[src/rtl/hgl_pkg.sv]
`timescale 1ns / 1ps
// ----------------------------------------------------------------------------
// hgl_pkg
// Shared types for the tournament branch predictor.
// ----------------------------------------------------------------------------
package hgl_pkg;

  typedef enum logic [2:0] {
    ST_CLEAR,
    ST_IDLE,
    ST_READ,
    ST_CALC,
    ST_WRITE,
    ST_OUT
  } state_t;

  // controller to datapath
  typedef struct packed {
    logic clear;      // write zero at clear address
    logic clear_step; // advance clear address
    logic load;       // capture input beat, issue history/chooser read
    logic read_ctr;   // issue counter reads
    logic calc;       // evaluate predictions
    logic write;      // write back all stores
  } cmd_t;

  // datapath to controller
  typedef struct packed {
    logic clear_done;
  } status_t;

endpackage

[src/rtl/hgl_ctrl.sv]
`timescale 1ns / 1ps
// ----------------------------------------------------------------------------
// hgl_ctrl
// Sequencer: clearing pass, then read, evaluate, write back, deliver.
// ----------------------------------------------------------------------------
module hgl_ctrl (
  input  logic             clk,
  input  logic             rst,
  input  logic             in_valid,
  output logic             in_stall,
  output logic             out_valid,
  input  logic             out_stall,
  output hgl_pkg::cmd_t    cmd,
  input  hgl_pkg::status_t status
);
  import hgl_pkg::*;

  state_t state, state_next;

  always_ff @(posedge clk) begin
    if (rst) begin
      state <= ST_CLEAR;
    end else begin
      state <= state_next;
    end
  end

  // next state
  always_comb begin
    state_next = state;
    case (state)
      ST_CLEAR: if (status.clear_done) state_next = ST_IDLE;
      ST_IDLE:  if (in_valid) state_next = ST_READ;
      ST_READ:  state_next = ST_CALC;
      ST_CALC:  state_next = ST_WRITE;
      ST_WRITE: state_next = ST_OUT;
      ST_OUT: begin
        if (!out_stall) state_next = in_valid ? ST_READ : ST_IDLE;
      end
      default:  state_next = ST_CLEAR;
    endcase
  end

  // outputs
  always_comb begin
    cmd       = '0;
    in_stall  = 1'b1;
    out_valid = 1'b0;
    case (state)
      ST_CLEAR: begin
        cmd.clear      = 1'b1;
        cmd.clear_step = 1'b1;
      end
      ST_IDLE: begin
        in_stall = 1'b0;
        cmd.load = in_valid;
      end
      ST_READ:  cmd.read_ctr = 1'b1;
      ST_CALC:  cmd.calc = 1'b1;
      ST_WRITE: cmd.write = 1'b1;
      ST_OUT: begin
        out_valid = 1'b1;
        in_stall  = out_stall;
        cmd.load  = in_valid && !out_stall;
      end
      default: ;
    endcase
  end

endmodule

[config.mk]
export PLATFORM = sky130hd
export DESIGN_NAME = hgl_ctrl
export DESIGN_NICKNAME = d
export VERILOG_FILES = /design/src/rtl/hgl_pkg.sv /design/src/rtl/hgl_ctrl.sv
export SDC_FILE = /design/constraint.sdc
export NUM_CORES = 1
export LEC_CHECK = 0
export BUFFER_PORTS_ARGS = -buffer_cell sky130_fd_sc_hd__buf_2
export CORE_AREA = 2 2 39 41
export CTS_CLUSTER_SIZE = 8
export DETAILED_ROUTE_END_ITERATION = 10
export DIE_AREA = 0 0 41 43
export SLEW_MARGIN = 30
export SYNTH_ARGS = -nofsm -noshare
export SYNTH_HDL_FRONTEND = slang
export SYNTH_SLANG_ARGS = --single-unit
[constraint.sdc]
create_clock -name clk -period 1.4 [get_ports clk]
set_clock_uncertainty 0.1 [all_clocks]
set_input_delay 0.14 -clock clk [delete_from_list [all_inputs] [get_ports clk]]
set_output_delay 0.14 -clock clk [all_outputs]
set_load 0.02 [all_outputs]
==> impl_metrics.toml, run 1 <==
[status]
status = "finished clean"

[die]
fp.dieH_um = 43
coreArea_um2 = 1380
num_rows = 14
initial_utilization = 0.142
die_area_um2 = 1760
die_x_um = 41
io_pins = 13

[hold_path]
hp-class = "input pin to flop"
hp-start = "in_valid"

[sta]
timing.fmax_mhz = 755
tightest_slew_ns = 0.169
setup_slack_ns = 0.0763
finalSetupViolations = 0
tns_ns = 0
fin_crit_sh = 0.946
period_needed_ns = 1.32
rsz0062_at_grt = "yes"
slew_violations = 0
max-slew-margin-rel = 0.886
final_hold_viol_count = 0

[logic_synthesis]
synth_area_leaders = "dfxtp_1, nor3b_1, buf_6"
synth_nets = 29
ys_ff_latch = 3
synthArstFlopShare = 0
synth_top_area_cell = "dfxtp_1"
post_synth.cell_area_avg_um2 = 8.18
yosys.area.top_type_share = 0.306
yosys.cell_types.count = 19
synth-edff-count = 0
seq_area_frac_synth = 0.306
ys_warn_count = 0
mappedNetlistArea_um2 = 196
synthCells = 24
synthFlopType = "dfxtp_1"

[worst_setup_path]
rr_startpoint = "state[2]"
critical_path_required_ns = 1.16
crit_arrival_ns = 1.08
crit_path_start_kind = "flop"
worstSetupPathType = "flop to output port"
critPathLaunch = "state[0]"
rrSetupSlack_ns = 0.18
crit_fanout = 9
crit_path_end_kind = "output port"

[clocking]
cts.clk_slew.worst_paths_ns = 0.04
cts_tree = "done"
cts.sinks = 3
cts_made_buffers = 3
clock_latency_ns = 0.23
cts_setup_buffers = 0
cts_root_buf = "clkbuf_4"
clock_path_buffers = 2
htree_num_levels = 1

[global_route]
grt_pass1_vias = 183
grt_first_pass_wirelength_um = 745
grt_max_degree = 10
grt_overflow = 0
antenna_found_initial = 0
track_usage = 0.0651

[placed_design]
port_buffers = 12
hpwlAfterDp_um = 356
finalWeightedCongestion = 0.652
pre_cts_ws_ns = 0.141

[layout]
largest-register = "state"
fill_cells = 160
layout_commonest_cell = "buf_2"
area_growth_pct = 67.5
nets = 46
antenna_cells = 0
layout_common_cells = "buf_2, clkbuf_4, buf_4, nor2_1, dfxtp_1"
reg.largest.list = "state x3"
layout-drive-gt1-share = 0.575
largest_reg_flops = 3
utilization = 0.238

[drt]
drt_iter0_markers = 2
drc = 0
num_vias = 224
totalWireLength_um = 474
routed_via_density = 4.00
antenna_left = 0
post_drt_wl_per_cell_um = 8.46
dr.pass1.iters = 2

[pwr]
ir_worst_vdd_uv = 473
powerDensity_nw_per_um2 = 1070
power_leakage_nw = 0.155
power_mw = 0.352

[run]
cap_violations = 0
[worst paths after layout]
check	cells after the start	endpoint
worst max-delay path	3	cmd[0]
worst min-delay path	3	state[1]
worst max register to register	2	state[0]
worst min register to register	2	state[1]
[cell type report]
type	count	area [um2]	share of cell area
clock buffers	4	26.3	0.0798
inverters	1	3.75	0.0114
multi-input cells	17	124	0.376
flip-flops and latches	3	61.3	0.186
well taps	16	20.0	0.0608
repair buffers	15	93.8	0.285
[critical path, stage by stage, from the launching register on]
cell,delay (ns)
dfxtp_1,0.30
buf_4,0.16
nor3b_1,0.20
buf_2,0.20
[where the power goes]
| group | internal, mW | switching (mW) | total (mW) |
|---|---|---|---|
| Sequential | 0.0929 | 0.00492 | 0.0979 |
| Combinational | 0.0462 | 0.0589 | 0.105 |
| Clock | 0.107 | 0.0423 | 0.149 |
[cell usage after synthesis (2+ instances only)]
master / instances
nor2_1: 2
nor3b_1: 2
dfxtp_1: 3
nand3_1: 2
[metal layers]
| metal | GRT usage | wire length, um |
|---|---|---|
| met3 | 0.0471 | 45 |
| met2 | 0.0625 | 201 |
| met5 | 0 | 0 |
| met4 | 0.0400 | 0 |
| met1 | 0.0958 | 228 |
[per-stage QoR]
| step | hold WS, ns | cell area (um2) | cells |
|---|---|---|---|
| 5_1_grt | 0.108 | 329 | 56 |
| 3_5_place_dp | 0.245 | 278 | 51 |
| 6_report | 0.0994 | 329 | 56 |
| 3_3_place_gp | 0.243 | 278 | 51 |
| 2_1_floorplan | 0.112 | 206 | 24 |
| 4_1_cts | 0.143 | 315 | 56 |
[logic make-up (layout without fill, tap and decap cells)]
kind of cell	after synthesis	in the layout	synth area share
AO/OA/AOI/OAI	3	3	0.0956
buffers and inverters	4	20	0.140
AND/OR/NAND/NOR	14	14	0.459
flip-flops	3	3	0.306
[what timing repair did]
action | CTS | global route
resized for setup | 1 | 4
endpoints found under the setup margin | 1 | 4
hold buffers | 1 | 0
hold endpoints to repair | 1 | 0
Note: power is estimated with default switching activity, not from simulation.
==> inputs of run 2 (changes only) <==
--- a/config.mk
+++ b/config.mk
@@ -10,6 +10,7 @@
 export CTS_CLUSTER_SIZE = 8
 export DETAILED_ROUTE_END_ITERATION = 10
 export DIE_AREA = 0 0 41 43
+export MAX_ROUTING_LAYER = met4
 export SLEW_MARGIN = 30
 export SYNTH_ARGS = -nofsm -noshare
 export SYNTH_HDL_FRONTEND = slang
==> impl_metrics.toml, run 2 (synthesis results as in run 1) <==
[placed_design]
post_dp_cell_area_um2 = 278
finalWeightedCongestion = 0.657
hpwlAfterDp_um = 356
port_buffers = 12

[drt]
routed_via_density = 4.00
totalWireLength_um = 474
antenna_left = 0
drt_iter0_markers = 2
drc = 0
post_drt_wl_per_cell_um = 8.46
dr.pass1.iters = 2
num_vias = 224

[global_route]
track_usage = 0.0667
grt_pass1_vias = 182
grt_first_pass_wirelength_um = 745
grt_overflow = 0
antenna_found_initial = 0
grtUsageMet1 = 0.0958
grt_max_degree = 10
met2_usage = 0.0625
top_usage_layer = "met1"
use_met3 = 0.0471

[clocking]
cts.clk_slew.worst_paths_ns = 0.04
clock_path_buffers = 2
cts_setup_buffers = 0
cts_tree = "done"
cts_made_buffers = 3
cts.sinks = 3
htree_num_levels = 1
cts_root_buf = "clkbuf_4"
clock_latency_ns = 0.23

[worst_setup_path]
rrSetupSlack_ns = 0.18
ff2ff_path_depth = 2
crit_path_end_kind = "output port"
rr_startpoint = "state[2]"
crit_path_start_kind = "flop"
critical_path_required_ns = 1.16
crit_buf_inv = 2
cp_top_family = "buffers and inverters"
cp_slowest_cell = "dfxtp_1"
crit_arrival_ns = 1.08
r2r-end = "state[0]"
worstSetupPathType = "flop to output port"
crit_fanout = 9
max_stage_delay_ns = 0.30
path_cells = "buf_4 -> nor3b_1 -> buf_2"

[hold_path]
hp-class = "input pin to flop"
whs_path_depth = 3
hp-start = "in_valid"
min_to = "state[1]"

[die]
coreArea_um2 = 1380
io_pins = 13
fp.dieH_um = 43
num_rows = 14
die_x_um = 41
initial_utilization = 0.142
die_area_um2 = 1760

[layout]
layout_common_cells = "buf_2, clkbuf_4, buf_4, nor2_1, dfxtp_1"
antenna_cells = 0
reg.largest.list = "state x3"
area_growth_pct = 67.5
final_area_um2 = 329
nets = 46
layout-drive-gt1-share = 0.575
largest_reg_flops = 3
utilization = 0.238
layout_commonest_cell = "buf_2"
largest-register = "state"

[run]
cap_violations = 0

[sta]
tns_ns = 0
period_needed_ns = 1.32
slew_violations = 0
tightest_slew_ns = 0.169
timing.fmax_mhz = 755
finalSetupViolations = 0
max-slew-margin-rel = 0.886
fin_crit_sh = 0.946
rsz0062_at_grt = "yes"
final_hold_viol_count = 0
whs_ns = 0.0993

[pwr]
power_mw = 0.352
ir_worst_vdd_uv = 473
powerDensity_nw_per_um2 = 1070
power_leakage_nw = 0.155

[status]
status = "finished clean"
## run 2: cell counts in the layout (fill, tap and decap cells not counted)
Identical to the previous run, type by type.
## run 2: final cells by class
class / instances / area [um2]
Sequential cell: 3 / 61.3
Multi-Input combinational cell: 17 / 124
Fill cell: 160 / 1050
Clock buffer: 4 / 26.3
Timing Repair Buffer: 15 / 93.8
Tap cell: 16 / 20.0
Inverter: 1 / 3.75
## run 2: worst max path at each step
| stage | from | endpoint | slack, ns | cells after the start |
|---|---|---|---|---|
| 3_3_place_gp | state[2] | state[0] | 0.17 | 2 |
| 3_5_place_dp | state[2] | state[0] | 0.14 | 2 |
| 4_1_cts | state[1] | out_valid | 0.05 | 4 |
| 6_report | state[0] | cmd[0] | 0.08 | 3 |
| 2_1_floorplan | state[0] | state[0] | 0.10 | 3 |
| 5_1_grt | state[0] | cmd[0] | -0.003 | 3 |
## run 2: tightest hold or removal path: stages
cell and delay [ns]:
buf_2 0.10, nand3_2 0.08, o31ai_1 0.06
## run 2: through the flow
stage,setup slack [ns],std cells
2_1_floorplan,0.101,24
3_3_place_gp,0.173,51
3_5_place_dp,0.141,51
4_1_cts,0.0488,56
5_1_grt,-0.00341,56
6_report,0.0761,56
## run 2: power breakdown
| part | total [mW] | internal [mW] | switching [mW] |
|---|---|---|---|
| logic | 0.105 | 0.0462 | 0.0589 |
| clock network | 0.149 | 0.107 | 0.0424 |
| registers | 0.0979 | 0.0929 | 0.00492 |
## run 2: layer usage
| layer | part of all wire | wire [um] | vias to the layer above |
|---|---|---|---|
| met5 | 0 | 0 | - |
| met4 | 0 | 0 | 0 |
| met3 | 0.095 | 45 | 0 |
| met2 | 0.42 | 201 | 12 |
| met1 | 0.48 | 228 | 97 |
| li1 | - | - | 115 |
## run 2: timing repair
item | 4_1_cts | 5_1_grt
hold buffers | 1 | 0
resized for setup | 1 | 4
setup endpoints to repair | 1 | 4
endpoints found under the hold margin | 1 | 0
cloned | 0 | 0
pin swaps | 0 | 0
